--- config.mk ---
export PLATFORM = sky130hd
export DESIGN_NAME = color_blob_steering_decider
export DESIGN_NICKNAME = d
export VERILOG_FILES = /design/src/rtl/cbsd_pkg.sv /design/src/rtl/color_blob_steering_decider.sv /design/src/rtl/cbsd_cfg.sv /design/src/rtl/cbsd_accum.sv /design/src/rtl/cbsd_decide.sv
export SDC_FILE = /design/constraint.sdc
export NUM_CORES = 1
export LEC_CHECK = 0
export BUFFER_PORTS_ARGS = -buffer_cell sky130_fd_sc_hd__clkbuf_2
export CAP_MARGIN = 0
export CORE_ASPECT_RATIO = 0.7
export CORE_UTILIZATION = 60
export CTS_BUF_LIST = sky130_fd_sc_hd__clkbuf_4
export CTS_CLUSTER_DIAMETER = 40
export DETAILED_ROUTE_END_ITERATION = 8
export PLACE_DENSITY = 0.78
export SLEW_MARGIN = 20
export SYNTH_ARGS = -nofsm -noshare
export SYNTH_HDL_FRONTEND = slang
export SYNTH_SLANG_ARGS = --single-unit
export TNS_END_PERCENT = 5
--- constraint.sdc ---
create_clock -name clk -period 8.3 [get_ports clk]
set_input_delay 1.245 -clock clk [delete_from_list [all_inputs] [get_ports clk]]
set_output_delay 1.245 -clock clk [all_outputs]
set_load 0.02 [all_outputs]
--- src/rtl/cbsd_pkg.sv ---
// ----------------------------------------------------------------------------
// cbsd_pkg
// Shared types and constants for the color blob steering decider.
// ----------------------------------------------------------------------------
package cbsd_pkg;

    // Datapath sizing
    localparam int COLUMN_BITS = 12;
    localparam int COUNT_BITS  = 24;
    localparam int SUM_BITS    = COUNT_BITS + COLUMN_BITS;

    // Fixed field widths
    localparam int COLOR_BITS  = 24;
    localparam int WIDTH_BITS  = 13;
    localparam int SPEED_BITS  = 15;
    localparam int ANG_BITS    = 16;
    localparam int COLUMN_IN_BITS = 12;
    localparam int S_DATA_BITS = 40;
    localparam int M_DATA_BITS = 40;
    localparam int CFG_IDX_BITS  = 2;
    localparam int CFG_DATA_BITS = 24;

    // Compare width: holds 3*sum and 2*width*count
    localparam int SCALED_BITS = SUM_BITS + 2;
    localparam int PROD2_BITS  = WIDTH_BITS + COUNT_BITS + 1;
    localparam int CMP_BITS    = (SCALED_BITS > PROD2_BITS) ? SCALED_BITS : PROD2_BITS;

    // Steering direction codes
    typedef enum logic [1:0] {
        DIR_STOP     = 2'd0,
        DIR_LEFT     = 2'd1,
        DIR_RIGHT    = 2'd2,
        DIR_STRAIGHT = 2'd3
    } dir_t;

    // Configuration register indexes
    typedef enum logic [CFG_IDX_BITS-1:0] {
        REG_TARGET_COLOR  = 2'd0,
        REG_FRAME_WIDTH   = 2'd1,
        REG_FORWARD_SPEED = 2'd2,
        REG_TURN_SPEED    = 2'd3
    } reg_idx_t;

    // Reset values
    localparam logic [COLOR_BITS-1:0] TARGET_RESET = 24'hFF_FFFF;
    localparam logic [WIDTH_BITS-1:0] WIDTH_RESET  = 13'd640;
    localparam logic [SPEED_BITS-1:0] SPEED_RESET  = 15'd128;

    // Live configuration
    typedef struct packed {
        logic [COLOR_BITS-1:0] target_color;
        logic [WIDTH_BITS-1:0] frame_width;
        logic [SPEED_BITS-1:0] forward_speed;
        logic [SPEED_BITS-1:0] turn_speed;
    } cfg_t;

    // Per-frame totals handed to the decision stage
    typedef struct packed {
        logic [COUNT_BITS-1:0] match_count;
        logic [SUM_BITS-1:0]   column_sum;
    } snap_t;

endpackage

--- src/rtl/color_blob_steering_decider.sv ---
// ----------------------------------------------------------------------------
// color_blob_steering_decider
// Path: the end-of-frame pixel passes the input reg, accumulate/snapshot,
//   product and command reg in order; a command issues only on a direction change.
// Throughput: one pixel per clock, with the match and add combinational; an
//   end-of-frame pixel waits only while a command word is held by m_tready.
// Reset: async active low; drive state stop, accumulators zero, registers at
//   their defaults (white target, width 640, both speeds 128).
// ----------------------------------------------------------------------------
module color_blob_steering_decider (
    input  logic                                clk,
    input  logic                                rst_n,
    // Pixel stream
    input  logic                                s_tvalid,
    output logic                                s_tready,
    // s_tdata: red[7:0], green[15:8], blue[23:16], column[35:24], zero pad
    input  logic [cbsd_pkg::S_DATA_BITS-1:0]    s_tdata,
    input  logic                                s_tlast,   // end_of_frame
    // Drive commands
    output logic                                m_tvalid,
    input  logic                                m_tready,
    // m_tdata: direction[1:0], linear_speed[16:2], angular_speed[32:17], zero pad
    output logic [cbsd_pkg::M_DATA_BITS-1:0]    m_tdata,
    // Configuration writes
    input  logic                                cfg_valid,
    output logic                                cfg_ready,
    input  logic [cbsd_pkg::CFG_IDX_BITS-1:0]   cfg_index,
    input  logic [cbsd_pkg::CFG_DATA_BITS-1:0]  cfg_data
);
    import cbsd_pkg::*;

    cfg_t                  cfg;
    snap_t                 snap;
    logic                  snap_valid;
    logic                  snap_ready;
    logic [1:0]            cmd_direction;
    logic [SPEED_BITS-1:0] cmd_linear;
    logic [ANG_BITS-1:0]   cmd_angular;
    logic [COLOR_BITS-1:0] pix_color;

    // Pack pixel as red in the top byte, matching the target layout
    assign pix_color = {s_tdata[7:0], s_tdata[15:8], s_tdata[23:16]};

    cbsd_cfg u_cfg (
        .clk       (clk),
        .rst_n     (rst_n),
        .cfg_valid (cfg_valid),
        .cfg_ready (cfg_ready),
        .cfg_index (cfg_index),
        .cfg_data  (cfg_data),
        .cfg       (cfg)
    );

    cbsd_accum u_accum (
        .clk          (clk),
        .rst_n        (rst_n),
        .pix_valid    (s_tvalid),
        .pix_ready    (s_tready),
        .pix_color    (pix_color),
        .pix_column   (s_tdata[35:24]),
        .pix_eof      (s_tlast),
        .target_color (cfg.target_color),
        .snap_valid   (snap_valid),
        .snap_ready   (snap_ready),
        .snap         (snap)
    );

    cbsd_decide u_decide (
        .clk           (clk),
        .rst_n         (rst_n),
        .snap_valid    (snap_valid),
        .snap_ready    (snap_ready),
        .snap          (snap),
        .cfg           (cfg),
        .cmd_valid     (m_tvalid),
        .cmd_ready     (m_tready),
        .cmd_direction (cmd_direction),
        .cmd_linear    (cmd_linear),
        .cmd_angular   (cmd_angular)
    );

    assign m_tdata = {7'd0, cmd_angular, cmd_linear, cmd_direction};

endmodule

--- src/rtl/cbsd_cfg.sv ---
// ----------------------------------------------------------------------------
// cbsd_cfg
// Configuration register file; indexes past the list are ignored.
// ----------------------------------------------------------------------------
module cbsd_cfg (
    input  logic                               clk,
    input  logic                               rst_n,
    input  logic                               cfg_valid,
    output logic                               cfg_ready,
    input  logic [cbsd_pkg::CFG_IDX_BITS-1:0]  cfg_index,
    input  logic [cbsd_pkg::CFG_DATA_BITS-1:0] cfg_data,
    output cbsd_pkg::cfg_t                     cfg
);
    import cbsd_pkg::*;

    cfg_t cfg_reg;
    cfg_t cfg_next;

    assign cfg_ready = 1'b1;
    assign cfg      = cfg_reg;

    // Register write decode
    always_comb
    begin
        cfg_next = cfg_reg;
        if (cfg_valid)
        begin
            unique case (reg_idx_t'(cfg_index))
                REG_TARGET_COLOR:  cfg_next.target_color  = cfg_data[COLOR_BITS-1:0];
                REG_FRAME_WIDTH:   cfg_next.frame_width   = cfg_data[WIDTH_BITS-1:0];
                REG_FORWARD_SPEED: cfg_next.forward_speed = cfg_data[SPEED_BITS-1:0];
                REG_TURN_SPEED:    cfg_next.turn_speed    = cfg_data[SPEED_BITS-1:0];
                default:           cfg_next = cfg_reg;
            endcase
        end
    end

    always_ff @(posedge clk or negedge rst_n)
    begin
        if (!rst_n)
        begin
            cfg_reg.target_color  <= TARGET_RESET;
            cfg_reg.frame_width   <= WIDTH_RESET;
            cfg_reg.forward_speed <= SPEED_RESET;
            cfg_reg.turn_speed    <= SPEED_RESET;
        end
        else
        begin
            cfg_reg <= cfg_next;
        end
    end

endmodule

--- src/rtl/cbsd_accum.sv ---
// ----------------------------------------------------------------------------
// cbsd_accum
// Pixel input register, color match and saturating count/sum accumulators.
// On the end-of-frame pixel the totals move to a snapshot register.
// ----------------------------------------------------------------------------
module cbsd_accum (
    input  logic                                clk,
    input  logic                                rst_n,
    input  logic                                pix_valid,
    output logic                                pix_ready,
    input  logic [cbsd_pkg::COLOR_BITS-1:0]     pix_color,
    input  logic [cbsd_pkg::COLUMN_IN_BITS-1:0] pix_column,
    input  logic                                pix_eof,
    input  logic [cbsd_pkg::COLOR_BITS-1:0]     target_color,
    output logic                                snap_valid,
    input  logic                                snap_ready,
    output cbsd_pkg::snap_t                     snap
);
    import cbsd_pkg::*;

    // Input register
    logic                    in_valid_reg, in_valid_next;
    logic [COLOR_BITS-1:0]   color_reg;
    logic [COLUMN_BITS-1:0]  column_reg;
    logic                    eof_reg;

    // Accumulators and snapshot
    logic [COUNT_BITS-1:0]   count_reg, count_next;
    logic [SUM_BITS-1:0]     sum_reg, sum_next;
    logic                    snap_valid_reg, snap_valid_next;
    snap_t                   snap_reg;

    logic                    in_go;
    logic                    match;
    logic [COUNT_BITS-1:0]   count_upd;
    logic [SUM_BITS:0]       sum_wide;
    logic [SUM_BITS-1:0]     sum_upd;
    logic                    snap_room;

    assign snap_room = !snap_valid_reg || snap_ready;
    assign in_go     = in_valid_reg && (!eof_reg || snap_room);
    assign pix_ready = !in_valid_reg || in_go;

    // Match and saturating update
    assign match    = (color_reg == target_color);
    assign sum_wide = {1'b0, sum_reg} + (SUM_BITS+1)'(column_reg);

    always_comb
    begin
        count_upd = count_reg;
        sum_upd   = sum_reg;
        if (match)
        begin
            if (count_reg != {COUNT_BITS{1'b1}})
                count_upd = count_reg + COUNT_BITS'(1);
            sum_upd = sum_wide[SUM_BITS] ? {SUM_BITS{1'b1}} : sum_wide[SUM_BITS-1:0];
        end
    end

    // Next state of accumulators and snapshot handshake
    always_comb
    begin
        count_next      = count_reg;
        sum_next        = sum_reg;
        snap_valid_next = snap_valid_reg && !snap_ready;
        in_valid_next   = in_valid_reg && !in_go;
        if (in_go)
        begin
            if (eof_reg)
            begin
                count_next      = '0;
                sum_next        = '0;
                snap_valid_next = 1'b1;
            end
            else
            begin
                count_next = count_upd;
                sum_next   = sum_upd;
            end
        end
        if (pix_valid && pix_ready)
            in_valid_next = 1'b1;
    end

    always_ff @(posedge clk or negedge rst_n)
    begin
        if (!rst_n)
        begin
            in_valid_reg   <= 1'b0;
            count_reg      <= '0;
            sum_reg        <= '0;
            snap_valid_reg <= 1'b0;
        end
        else
        begin
            in_valid_reg   <= in_valid_next;
            count_reg      <= count_next;
            sum_reg        <= sum_next;
            snap_valid_reg <= snap_valid_next;
        end
    end

    // Payload registers
    always_ff @(posedge clk)
    begin
        if (pix_valid && pix_ready)
        begin
            color_reg  <= pix_color;
            column_reg <= COLUMN_BITS'(pix_column);
            eof_reg    <= pix_eof;
        end
        if (in_go && eof_reg)
        begin
            snap_reg.match_count <= count_upd;
            snap_reg.column_sum  <= sum_upd;
        end
    end

    assign snap_valid = snap_valid_reg;
    assign snap       = snap_reg;

    // Frame end clears the accumulators
    a_clear_on_eof: assert property (@(posedge clk) disable iff (!rst_n)
        (in_go && eof_reg) |=> (count_reg == '0 && sum_reg == '0))
        else $error("accumulators not cleared after frame end");

    // No matches means no column sum
    a_zero_count_zero_sum: assert property (@(posedge clk) disable iff (!rst_n)
        (snap_valid_reg && snap_reg.match_count == '0) |-> (snap_reg.column_sum == '0))
        else $error("snapshot sum nonzero with zero count");

endmodule

--- src/rtl/cbsd_decide.sv ---
// ----------------------------------------------------------------------------
// cbsd_decide
// Product stage (width*count, 3*sum), direction choice against drive state,
// and the command output register.
// ----------------------------------------------------------------------------
module cbsd_decide (
    input  logic                               clk,
    input  logic                               rst_n,
    input  logic                               snap_valid,
    output logic                               snap_ready,
    input  cbsd_pkg::snap_t                    snap,
    input  cbsd_pkg::cfg_t                     cfg,
    output logic                               cmd_valid,
    input  logic                               cmd_ready,
    output logic [1:0]                         cmd_direction,
    output logic [cbsd_pkg::SPEED_BITS-1:0]    cmd_linear,
    output logic [cbsd_pkg::ANG_BITS-1:0]      cmd_angular
);
    import cbsd_pkg::*;

    // Product stage
    logic                 prod_valid_reg, prod_valid_next;
    logic [CMP_BITS-1:0]  scaled_reg;
    logic [CMP_BITS-1:0]  third_reg;
    logic                 empty_reg;

    // Drive state and output register
    dir_t                 drive_state_reg, drive_state_next;
    logic                 out_valid_reg, out_valid_next;
    dir_t                 dir_reg;
    logic [SPEED_BITS-1:0] lin_reg;
    logic [ANG_BITS-1:0]  ang_reg;

    logic [CMP_BITS-1:0]  scaled_c;
    logic [CMP_BITS-1:0]  twice;
    dir_t                 pick;
    logic                 change;
    logic                 out_free;
    logic                 prod_go;
    logic                 prod_ready;

    // 3*sum as shift and add
    assign scaled_c = (CMP_BITS'(snap.column_sum) << 1) + CMP_BITS'(snap.column_sum);

    // Direction from the registered products
    assign twice = third_reg << 1;
    always_comb
    begin
        if (empty_reg)
            pick = DIR_STOP;
        else if (scaled_reg < third_reg)
            pick = DIR_LEFT;
        else if (scaled_reg > twice)
            pick = DIR_RIGHT;
        else
            pick = DIR_STRAIGHT;
    end

    assign change     = (pick != drive_state_reg);
    assign out_free   = !out_valid_reg || cmd_ready;
    assign prod_go    = prod_valid_reg && (!change || out_free);
    assign prod_ready = !prod_valid_reg || prod_go;
    assign snap_ready = prod_ready;

    always_comb
    begin
        prod_valid_next  = prod_valid_reg && !prod_go;
        drive_state_next = drive_state_reg;
        out_valid_next   = out_valid_reg && !cmd_ready;
        if (snap_valid && prod_ready)
            prod_valid_next = 1'b1;
        if (prod_go && change)
        begin
            drive_state_next = pick;
            out_valid_next   = 1'b1;
        end
    end

    always_ff @(posedge clk or negedge rst_n)
    begin
        if (!rst_n)
        begin
            prod_valid_reg  <= 1'b0;
            drive_state_reg <= DIR_STOP;
            out_valid_reg   <= 1'b0;
        end
        else
        begin
            prod_valid_reg  <= prod_valid_next;
            drive_state_reg <= drive_state_next;
            out_valid_reg   <= out_valid_next;
        end
    end

    // Payload registers
    always_ff @(posedge clk)
    begin
        if (snap_valid && prod_ready)
        begin
            scaled_reg <= scaled_c;
            third_reg  <= CMP_BITS'(cfg.frame_width) * CMP_BITS'(snap.match_count);
            empty_reg  <= (snap.match_count == '0);
        end
        if (prod_go && change)
        begin
            dir_reg <= pick;
            lin_reg <= (pick == DIR_STRAIGHT) ? cfg.forward_speed : '0;
            case (pick)
                DIR_LEFT:  ang_reg <= ANG_BITS'(cfg.turn_speed);
                DIR_RIGHT: ang_reg <= ANG_BITS'(0) - ANG_BITS'(cfg.turn_speed);
                default:   ang_reg <= '0;
            endcase
        end
    end

    assign cmd_valid     = out_valid_reg;
    assign cmd_direction = dir_reg;
    assign cmd_linear    = lin_reg;
    assign cmd_angular   = ang_reg;

    // Pending command always reflects the current drive state
    a_cmd_matches_state: assert property (@(posedge clk) disable iff (!rst_n)
        out_valid_reg |-> (dir_reg == drive_state_reg))
        else $error("pending command differs from drive state");

    // Linear speed only when driving straight
    a_linear_only_straight: assert property (@(posedge clk) disable iff (!rst_n)
        (out_valid_reg && dir_reg != DIR_STRAIGHT) |-> (lin_reg == '0))
        else $error("linear speed set while not straight");

endmodule
# ---- After elaboration in Yosys (flattened, before gate mapping)
# Cells that the tools add are included.
dict set report totals {
  ff_bits 339
  input_bits 72
  output_inout_bits 43
  elab_cells 85
}
dict set report op_classes {
  addsub 4
  mul 1
  order_cmp 2
  n_eq_ne 9
  muxes 15
  reduce_logical 32
}
# operator count
set op_table {}
lappend op_table {{$mux 36} 3}
lappend op_table {{$mux 24} 3}
lappend op_table {{$add 37x36->38} 1}
lappend op_table {{$gt 38x38->1} 1}
lappend op_table {{$lt 38x37->1} 1}
lappend op_table {{$add 36x12->37} 1}
lappend op_table {{$mul 13x24->37} 1}
lappend op_table {{$pmux 16 s2} 1}
lappend op_table {{$add 24x1->24 const B} 1}
lappend op_table {{$eq 24x24->1} 1}
lappend op_table {{$logic_not 24->1} 1}
lappend op_table {{$ne 24x24->1 const B} 1}
lappend op_table {{$sub 1x15->16 const A} 1}
lappend op_table {{$logic_and 1x1->1} 10}
lappend op_table {{$logic_not 1->1} 10}
lappend op_table {{$eq 2x2->1 const B} 4}
lappend op_table {{$reduce_and 2->1} 4}
lappend op_table {{$logic_or 1x1->1} 6}
lappend op_table {{$mux 1} 6}
lappend op_table {{$eq 2x1->1 const B} 2}
lappend op_table {{$mux 2} 2}
lappend op_table {{$logic_not 2->1} 1}
lappend op_table {{$ne 2x2->1} 1}

# ---- Longest topological paths before layout
# Gate-level depths: netlist of the first run.
dict set report logic_depth {
  ltp_word 15
  depth_mapped 23
  mapped_depth_nobuf 22
}

# ---- Cells and area by module
# A second synthesis of the first run with hierarchy kept.
dict set report hier_totals {
  cells_unflattened 2672
  area_unflattened_um2 27791.7
}
# module instances cells_each area_per_inst_um2 seq_area_each_um2
set by_module_without_submodules {}
lappend by_module_without_submodules {cbsd_decide 1 1829 17189.0 3373.2}
lappend by_module_without_submodules {cbsd_accum 1 690 7970.1 4464.3}
lappend by_module_without_submodules {cbsd_cfg 1 145 2576.2 1711.6}
lappend by_module_without_submodules {color_blob_steering_decider 1 8 56.3 0.0}

# ---- Worst setup path before layout of the first run
# OpenSTA, ideal clock, no wires.
dict set report synth_timing {
  path_type {reg2reg}
  start {register u_decide.scaled_reg[15]}
  end {register u_decide.empty_reg (enable)}
  setup_time_ps 519
  arrival_time_ps 5858
  required_ps 7781
  slack_ps 1923
  path_stages_with_launch 12
  n_path_buf 1
  period_less_slack_ps 6377
  path_cell_list {edfxtp_1 > ha_1 > a21o_1 > a221o_1 > a221o_1 > a211oi_1 > o2bb2ai_1 > nand3b_1 > o221ai_2 > buf_2 > nor2_1 > nor2b_1}
}
dict set report synth_between {
  elab_chain_cells 10
  word_cells_on_any_way 11
  classes_between {order compare (2); eq/ne (1); mux (3); reduce/logical (5)}
}
# item line
set synth_lines {}
lappend synth_lines {{start, declared} cbsd_decide.sv:23} ;# logic [CMP_BITS-1:0] scaled_reg;
lappend synth_lines {{start signal, assigned} cbsd_decide.sv:100} ;# scaled_reg <= scaled_c;
lappend synth_lines {{$gt 38x38->1} cbsd_decide.sv:53} ;# else if (scaled_reg > twice)
lappend synth_lines {{$mux 1} cbsd_decide.sv:53}
lappend synth_lines {{$mux 2 *} cbsd_decide.sv:51} ;# else if (scaled_reg < third_reg)
lappend synth_lines {{$mux 2 *} cbsd_decide.sv:49} ;# if (empty_reg)
lappend synth_lines {{$ne 2x2->1 *} cbsd_decide.sv:59} ;# assign change = (pick != drive_state_reg);
lappend synth_lines {{$logic_not 1->1 *} cbsd_decide.sv:61} ;# assign prod_go = prod_valid_reg && (!change || out_free);
lappend synth_lines {{$logic_or 1x1->1 *} cbsd_decide.sv:61}
lappend synth_lines {{$logic_and 1x1->1 *} cbsd_decide.sv:61}
lappend synth_lines {{$logic_or 1x1->1 *} cbsd_decide.sv:62} ;# assign prod_ready = !prod_valid_reg || prod_go;
lappend synth_lines {{$logic_and 1x1->1 *} cbsd_decide.sv:98} ;# if (snap_valid && prod_ready)
lappend synth_lines {{end signal, assigned} cbsd_decide.sv:102} ;# empty_reg <= (snap.match_count == '0);
lappend synth_lines {{end, declared} cbsd_decide.sv:25} ;# logic empty_reg;
# Mark *: on every way between the ends. The rest lies on a longest branch, timed or not.
# A chain may end at the register's enable or synchronous reset.

# ---- Worst setup path in the final report of the first run
dict set report layout_timing {
  start {register u_cfg.cfg_reg, in the netlist u_cfg.cfg[38]}
  end {register u_decide.third_reg[36] (data pin)}
}
dict set report layout_between {
  elab_chain_cells 1
}
# item line
set layout_lines {}
lappend layout_lines {{start, declared} cbsd_cfg.sv:16} ;# cfg_t cfg_reg;
lappend layout_lines {{start signal, assigned} cbsd_cfg.sv:49} ;# cfg_reg <= cfg_next;
lappend layout_lines {{$mul 13x24->37} cbsd_decide.sv:101} ;# third_reg <= CMP_BITS'(cfg.frame_width) * CMP_BITS'(snap.match_count);
lappend layout_lines {{end signal, assigned} cbsd_decide.sv:101}
lappend layout_lines {{end, declared} cbsd_decide.sv:24} ;# logic [CMP_BITS-1:0] third_reg;
# Every way passes these cells.

==> results of run 1 <==
-- kinds of logic after synthesis --
group	after synthesis	share of synthesized area
AOI/OAI and AO/OA	444	0.1087
xor gates and xnor gates	128	0.04052
buffers and inverters	470	0.06589
muxes	77	0.03102
and+or+nand+nor	768	0.1388
adders and majority gates	450	0.2697
DFF	339	0.3451
other	2	0.0002714
-- cells in the final DEF (no fill, tap or decap), drive strengths merged, types with 70 or more instances in the layout --
master / count
a21oi: 116
and2: 157
clkbuf: 232
dfrtp: 105
edfxtp: 206
fa: 244
ha: 206
inv: 364
mux2: 70
nand2: 305
nor2: 86
o21ai: 98
-- path summary, 6_finish.rpt --
check | from | to | slack (ns) | cells after the start
min reg2reg | u_cfg.cfg[26] | u_cfg.cfg[26] | 0.50 | 1
max | u_cfg.cfg[38] | u_decide.third_reg[36] | 0.86 | 20
min | rst_n | u_cfg.cfg[26] | 0.49 | 1
min in group clk | u_cfg.cfg[26] | u_cfg.cfg[26] | 0.50 | 1
max in group asynchronous | rst_n | u_accum.count_reg[4] | 6.31 | 2
max reg2reg | u_cfg.cfg[38] | u_decide.third_reg[36] | 0.86 | 20
-- area by class of cell --
type | instances | share of cell area
diodes | 1 | 0.00008379
repair buffers | 119 | 0.02158
multi-input cells | 1875 | 0.5481
inverters | 362 | 0.04550
flip-flops and latches | 339 | 0.3198
well taps | 603 | 0.02526
clock buffers | 131 | 0.03293
clock inverters | 23 | 0.006829
-- stage by stage --
step	instance area, um^2	setup WS [ns]	utilization
floorplan	27690	1.923	-
global placement	28670	1.197	0.6330
detailed placement	28670	1.140	0.6330
global route	29860	0.6291	0.6592
CTS	29860	1.094	0.6592
finish	29860	0.8623	0.6592
-- worst register-to-register path, cell delays in order (launching register included) --
cell and delay, ns:
dfrtp_1 1.01, nand2_1 0.18, fa_1 0.55, inv_1 0.05, fa_1 0.48, fa_1 0.55, fa_1 0.56, inv_1 0.06
fa_1 0.61, inv_1 0.06, ha_1 0.36, and2_1 0.22, and3_1 0.21, o2111ai_1 0.16, a31oi_1 0.31, a2111oi_0 0.84
o21ai_0 0.23, a41oi_1 0.31, o221ai_1 0.14, a21oi_1 0.18, xnor2_1 0.10
-- per-layer routing --
metal  track usage  wire length (um)  vias up
met5             0                 0        -
met4       0.06793              1027        0
met3       0.04955              5138      101
met2        0.4392             28940      837
met1        0.4155             29110    10077
li1              -                 -     9308
==> summary.txt, run 1 <==
Status
  • Status: finished, final reports clean

Detailed routing
  • Routed wire length: around 64 mm
  • Drt wl/cell: around 19 um
  • DR pass1 iterations: 6
  • Total number of vias: 20323
  • Initial DRC Count: ~1800
  • Antenna-violating nets left: 0
  • Avg Vias per Cell: 5.886
  • DRC violations left: 0

Floorplanning
  • Die ar.: 46990 um^2
  • Rows: 65
  • Io pins: ~120
  • Chip height: around 180 um
  • Starting density of the core: 0.6108
  • Chip width: 258.7 um
  • Core Area: 45300 um^2

Place
  • GPL Wtd Cong: 0.9166
  • PortBufs: 102
  • Inst Count DP: 3298
  • Dpl hpwl: approximately 48 mm

Final layout
  • Fillcell total: between 3000 and 4000
  • Synth-to-Final Area Change: 7.936%
  • Seq. cell area: approximately 9500 um^2
  • Layout cells sized above 1: 0.1386
  • Final Non-Filler Cells: 3453
  • Area of the multi-input gates: ~16000 um^2
  • Nets: around 3300
  • Max reg flops: 67

Synthesis
  • YS warnings: 0
  • Post-synth EDFFs: between 200 and 250
  • Synthesized flop and latch total: 339
  • Synth unique cells: 88
  • Area fraction of the dominant cell type after synthesis: 0.2236
  • Asr flop ratio synth: 0.3923
  • Most used DFF post-synth: edfxtp_1
  • Largest cells by area after synthesis: edfxtp_1, fa_1, dfrtp_1
  • Register area share after synthesis: 0.3451
  • Synth Instances: around 2700
  • Cell taking the most area after synthesis: edfxtp_1
  • Cell area after synthesis: about 28000 um^2
  • Mapped Avg Cell Area: a little over 10 um^2
  • Cell with the most instances after synthesis: inv_1
  • Commonest cells post-synth: inv_1, nand2_1, fa_1

Timing
  • Clk_skew: ~0.054 ns
  • Final Hold Fails: 0
  • WHS: about 0.5 ns
  • Setup TNS: 0 ns
  • Fmax achieved: 0.1345 GHz
  • Tmin final: approximately 7.4 ns
  • RSZ-0062 raised after global routing: false
  • Setup violators final: 0
  • Slew Viols, Final: 0
  • Relative slew slack: 0.2297
  • Final period utilization: 0.8961
  • Worst-Margin Slew: between 1 and 1.5 ns

Clock tree
  • Postcts setup bufs: 0
  • Hold Buf Count CTS: 0
  • Clk_lat worst skew: about 0.76 ns
  • Root buffer cell: clkbuf_4
  • Clk buf depth: 3
  • Worst-path clk slew: approximately 0.090 ns
  • CTS tree: yes
  • Resized Gates After CTS: 0
  • CTS buffer count: 82
  • Max H-tree Level: 3
  • CTS Sinks: around 340

GRT
  • GRT Total Usage: 0.2832
  • Vias in the first global route: approximately 21000
  • Initial antenna violation count: 1
  • GRT overflow: 0
  • Largest net degree at the start of global routing: 77
  • First-pass GRT wire length: between 100 and 150 mm

Worst setup path
  • Most numerous cell on the critical path: fa_1
  • Crit. End Element: register
  • Crit path arrival time: between 7 and 8 ns
  • CP Max Fanout: 25
  • Startpoint types: register
  • Largest stage delay on the critical path: just over 1 ns
  • Required time worst endpoint: just under 9 ns
  • Critical Path Slowest Stage Cell: dfrtp_1
  • Top delay family on crit path: adder cells
  • WP buf/inv: 3
  • Crit-path cells: nand2_1 -> fa_1 -> inv_1 -> fa_1 -> fa_1 -> fa_1 -> inv_1 -> fa_1 -> inv_1 -> ha_1 -> and2_1 -> and3_1 -> o2111ai_1 -> a31oi_1 -> a2111oi_0 -> o21ai_0 -> a41oi_1 -> o221ai_1 -> a21oi_1 -> xnor2_1
  • CP Class: reg -> reg

Flow run
  • Max cap viols: 0

Hold path
  • Tightest Hold Check Type: in -> async
Power of run 1 is left out: the tool's default activity adds up to more than one toggle a clock period on the data nets, which glitch-free logic cannot reach.
==> inputs of run 2 (changes only) <==
Settings changed: CORE_ASPECT_RATIO 0.7 to default.
==> run 2 against run 1 <==
Against the previous run:
- worst hold slack lost 0.075 ns
- via count shrank 0.42%
- flip-flop and latch count is the same
- die area is essentially flat
- utilization shrank 0.36 points
- cell count is essentially flat
- cell area shrank 0.16%
- sequential share of layout area is essentially flat
- count of clock-buffer cells in the layout shrank 3
- global-route usage shrank 0.30 points
- critical endpoint is now u_decide.third_reg[33]
- highest routed layer unchanged
==> summary.txt, run 2 (synthesis gave the netlist of run 1 again) <==
Status
  • Status: finished, final reports clean

Flow run
  • Max cap viols: 0

Worst setup path
  • Worst r2r src: u_accum.snap[41]
  • CP Class: reg -> reg
  • Crit-path cells: and2_1 -> fa_1 -> inv_1 -> fa_1 -> inv_1 -> fa_1 -> inv_1 -> fa_1 -> fa_1 -> inv_1 -> ha_1 -> and3_1 -> a2111oi_4 -> o221ai_2 -> a311oi_1 -> o21ai_1 -> a221oi_4 -> o21ai_2 -> a31oi_2 -> or4_1 -> nand3_1
  • Top delay family on crit path: adder cells
  • Critical Path Slowest Stage Cell: edfxtp_1
  • Reg2Reg Depth: 21
  • Largest stage delay on the critical path: between 0.6 and 0.7 ns
  • Crit. End Element: register
  • CP startpoint: u_accum.snap[41]
  • CP Max Fanout: 14
  • Crit path arrival time: 7.71 ns
  • Crit. path cell count: 21
  • Most numerous cell on the critical path: fa_1
  • Startpoint types: register
  • Required time worst endpoint: a little under 9 ns
  • WP buf/inv: 4

Clock tree
  • Worst-path clk slew: 0.07 ns
  • Clk_lat worst skew: 0.81 ns
  • Clk buf depth: 3
  • CTS tree: yes
  • CTS buffer count: 85
  • Hold Buf Count CTS: 0
  • Resized Gates After CTS: 0
  • Max H-tree Level: 3
  • Root buffer cell: clkbuf_4
  • Postcts setup bufs: 0
  • CTS Sinks: roughly 340

Timing
  • Tmin final: roughly 7.2 ns
  • Relative slew slack: 0.2765
  • Clk_skew: between 0.05 and 0.06 ns
  • Final Hold Fails: 0
  • Setup violators final: 0
  • WHS: roughly 0.42 ns
  • Final period utilization: 0.8673
  • Fmax achieved: roughly 0.14 GHz
  • RSZ-0062 raised after global routing: false
  • Worst-Margin Slew: 1.085 ns
  • Setup TNS: 0 ns
  • Slew Viols, Final: 0

Place
  • Dpl hpwl: about 47 mm
  • GPL Wtd Cong: between 0.9 and 1
  • PortBufs: 102

Final layout
  • Fillcell total: roughly 3600
  • Layout cells sized above 1: 0.1386
  • Max reg flops: 67
  • Commonest non-fill, non-tap cells in the layout: inv_1, nand2_1, fa_1
  • Nets: 3303
  • Most common cell after layout, fill and taps aside: inv_1
  • Synth-to-Final Area Change: 7.769%
  • Layout Utilization: 0.6556

Detailed routing
  • Drt wl/cell: approximately 18 um
  • Avg Vias per Cell: approximately 6
  • Top Layer Used: met4
  • Met3 WL: 4.016 mm
  • Total number of vias: between 20000 and 25000
  • Antenna-violating nets left: 0
  • DRC violations left: 0
  • DR pass1 iterations: 8
  • Metal2 WL: 31.01 mm
  • Initial DRC Count: around 1400
  • Routed wire length: around 63 mm
  • Metal-1 WL: 26.38 mm

GRT
  • Vias in the first global route: approximately 21000
  • GRT overflow: 0
  • Largest net degree at the start of global routing: 77
  • GRT Total Usage: 0.2802
  • Initial antenna violation count: 3
  • First-pass GRT wire length: 105.0 mm

Floorplanning
  • Starting density of the core: 0.6084
  • Chip height: ~220 um
  • Io pins: 115
  • Chip width: approximately 220 um
  • Core Area: between 40000 and 50000 um^2
  • Die ar.: 46980 um^2
  • Rows: 78

Hold path
  • Tightest Hold Check Type: in -> async
-- run 2: changes by cell type in the layout (fill, tap and decap cells not counted), sizes merged --
cell / before / now
buf: 18 / 17
bufinv: 4 / 2
clkbuf: 232 / 229
clkinv: 17 / 21
clkinvlp: 0 / 1
inv: 364 / 365
-- run 2: cell type report --
cell class | instances | area [um^2] | area share
Timing Repair Buffer | 118 | 640.6 | 0.02148
Clock buffer | 128 | 960.9 | 0.03223
Clock inverter | 27 | 187.7 | 0.006294
Inverter | 362 | 1359 | 0.04557
Tap cell | 600 | 750.7 | 0.02518
Sequential cell | 339 | 9549 | 0.3203
Antenna cell | 1 | 2.502 | 0.00008392
Multi-Input combinational cell | 1875 | 16370 | 0.5489
-- run 2: layer usage --
metal	GRT usage	vias up
met3	0.04654	149
met1	0.3606	10065
li1	-	9309
met4	0.1049	0
met5	0	-
met2	0.4767	715
-- run 2: final timing paths --
kind	end	slack (ns)
max	u_decide.third_reg[33]	1.10
min	u_accum.sum_reg[5]	0.42
max reg2reg	u_decide.third_reg[33]	1.10
min reg2reg	u_cfg.cfg[21]	0.50
max in group asynchronous	u_accum.count_reg[23]	6.73
min in group clk	u_cfg.cfg[21]	0.50
-- run 2: per-stage QoR --
step	setup slack (ns)	instances	cell area (um^2)
2_1_floorplan	1.923	2684	27690
3_3_place_gp	1.215	3294	28660
3_5_place_dp	1.165	3294	28660
4_1_cts	1.110	3449	29810
5_1_grt	0.6720	3450	29820
6_report	1.102	3450	29820
Power of run 2 is left out for the same reason.
==> inputs of run 3 (changes only) <==
Settings changed: CTS_BUF_LIST sky130_fd_sc_hd__clkbuf_4 to default.
==> run 3 against run 2 <==
Against the previous run:
- global-route usage about the same
- utilization increased by 0.67 points
- die area unchanged
- worst hold slack improved by 0.082 ns
- clock skew decreased by 0.033 ns
- non-clock buffer count unchanged
==> summary.txt, run 3 (synthesis gave the netlist of run 1 again) <==
Worst setup path
  • CP Class: reg -> reg
  • Crit. End Element: register
  • Reg2Reg Setup Slack: 1.17 ns
  • R2R Path End: u_decide.third_reg[33]
  • CP Max Fanout: 14
  • Required time worst endpoint: 8.58 ns
  • Startpoint types: register
  • Crit path arrival time: ~7.4 ns
  • Reg2Reg Depth: 21
  • Worst r2r src: u_accum.snap[41]

Final layout
  • Fillcell total: about 3500
  • Most common cell after layout, fill and taps aside: inv_1
  • Final Non-Filler Cells: 3371
  • Synth-to-Final Area Change: 8.863%
  • Ant diodes: 0
  • Area of the multi-input gates: 16370 um^2
  • Commonest non-fill, non-tap cells in the layout: inv_1, nand2_1, fa_1
  • Max reg flops: between 60 and 70
  • Nets: 3260
  • Seq. cell area: around 9500 um^2
  • Layout cells sized above 1: 0.1169

Detailed routing
  • Drt wl/cell: about 19 um
  • DR pass1 iterations: 8
  • Routed wire length: around 63 mm
  • DRC violations left: 0
  • Initial DRC Count: ~1600
  • Total number of vias: roughly 20000
  • Antenna-violating nets left: 0
  • Avg Vias per Cell: approximately 5.9

Timing
  • Clk_skew: approximately 0.026 ns
  • Final period utilization: 0.8592
  • Worst-Margin Slew: 1.087 ns
  • Slew Viols, Final: 0
  • Setup ws final: ~1.2 ns
  • Fmax achieved: ~0.14 GHz
  • Tmin final: slightly above 7 ns
  • Final Hold Fails: 0
  • Setup TNS: 0 ns
  • RSZ-0062 raised after global routing: false
  • Relative slew slack: 0.2753
  • Setup violators final: 0

Clock tree
  • Clk_lat worst skew: about 0.55 ns
  • CTS buffer count: 42
  • Root buffer cell: clkbuf_16
  • Max H-tree Level: 2
  • Clk buf depth: 3
  • Worst-path clk slew: 0.06 ns
  • Resized Gates After CTS: 0
  • Postcts setup bufs: 0
  • CTS tree: yes
  • CTS Sinks: roughly 340
  • Hold Buf Count CTS: 0

Floorplanning
  • Rows: around 80
  • Chip width: 216.7 um
  • Die ar.: approximately 47000 um^2
  • Core Area: about 45000 um^2
  • Chip height: about 220 um
  • Io pins: around 120
  • Starting density of the core: 0.6084

Place
  • Dpl hpwl: 47.43 mm
  • Inst Count DP: 3294
  • GPL Wtd Cong: roughly 0.9
  • PortBufs: between 100 and 150
  • Place WS: 1.165 ns

Hold path
  • Hold endpoint: u_cfg.cfg[21]
  • Min-delay src: u_cfg.cfg[21]
  • Hold path depth: 1
  • Tightest Hold Check Type: reg -> reg

GRT
  • First-pass GRT wire length: 105.2 mm
  • GRT overflow: 0
  • Vias in the first global route: ~21000
  • GRT Total Usage: 0.2798
  • Initial antenna violation count: 1
  • Largest net degree at the start of global routing: 77

Status
  • Status: finished, final reports clean

Flow run
  • Max cap viols: 0
==> run 3: changes by cell type in the layout (fill, tap and decap cells not counted), moves of 4 or more <==
cell,previous run,this run
clkinv_1,15,4
inv_8,0,4
clkbuf_1,0,4
clkbuf_4,128,0
clkbuf_16,0,43
==> run 3: worst max-delay path by stage <==
stage | from | end | slack [ns] | depth (start not counted)
final | u_accum.snap[41] | u_decide.third_reg[33] | 1.17 | 21
after global routing | u_accum.snap[41] | u_decide.third_reg[33] | 0.72 | 21
after CTS | u_accum.snap[41] | u_decide.third_reg[33] | 1.13 | 21
after detailed placement | u_accum.snap[41] | u_decide.third_reg[33] | 1.17 | 21
after global placement | u_accum.snap[41] | u_decide.third_reg[33] | 1.21 | 21
after floorplan | u_decide.scaled_reg[15] | u_decide.empty_reg | 1.92 | 11
==> run 3: worst max-delay path, stage by stage (launching register included) <==
cell and delay, ns:
edfxtp_1 0.64, and2_1 0.30, fa_1 0.54, inv_1 0.06
fa_1 0.54, inv_1 0.06, fa_1 0.50, inv_1 0.05
fa_1 0.47, fa_1 0.55, inv_1 0.05, ha_1 0.33
and3_1 0.23, a2111oi_4 0.45, o221ai_2 0.20, a311oi_1 0.57
o21ai_1 0.33, a221oi_4 0.38, o21ai_2 0.14, a31oi_2 0.27
or4_1 0.15, nand3_1 0.06
==> run 3: layout make-up <==
type                    count  share of cell area
clock buffers              47             0.03622
clock inverters            30             0.01205
inverters                 362             0.04511
multi-input cells        1875              0.5434
flip-flops and latches    339              0.3170
well taps                 600             0.02492
repair buffers            118             0.02127
==> run 3: metal layers <==
| metal | share of wire | GRT usage |
|---|---|---|
| met1 | 0.41 | 0.3637 |
| met2 | 0.50 | 0.4814 |
| met3 | 0.063 | 0.03955 |
| met4 | 0.028 | 0.09601 |
| met5 | 0 | 0 |
==> run 3: per-stage QoR <==
| step | area (um^2) | hold WS, ns | util |
|---|---|---|---|
| floorplan | 27690 | 0.4334 | - |
| global placement | 28660 | 0.4801 | 0.6302 |
| detailed placement | 28660 | 0.4846 | 0.6302 |
| CTS | 30120 | 0.4979 | 0.6622 |
| global route | 30120 | 0.5153 | 0.6623 |
| finish | 30120 | 0.4988 | 0.6623 |
Power of run 3 is left out for the same reason.
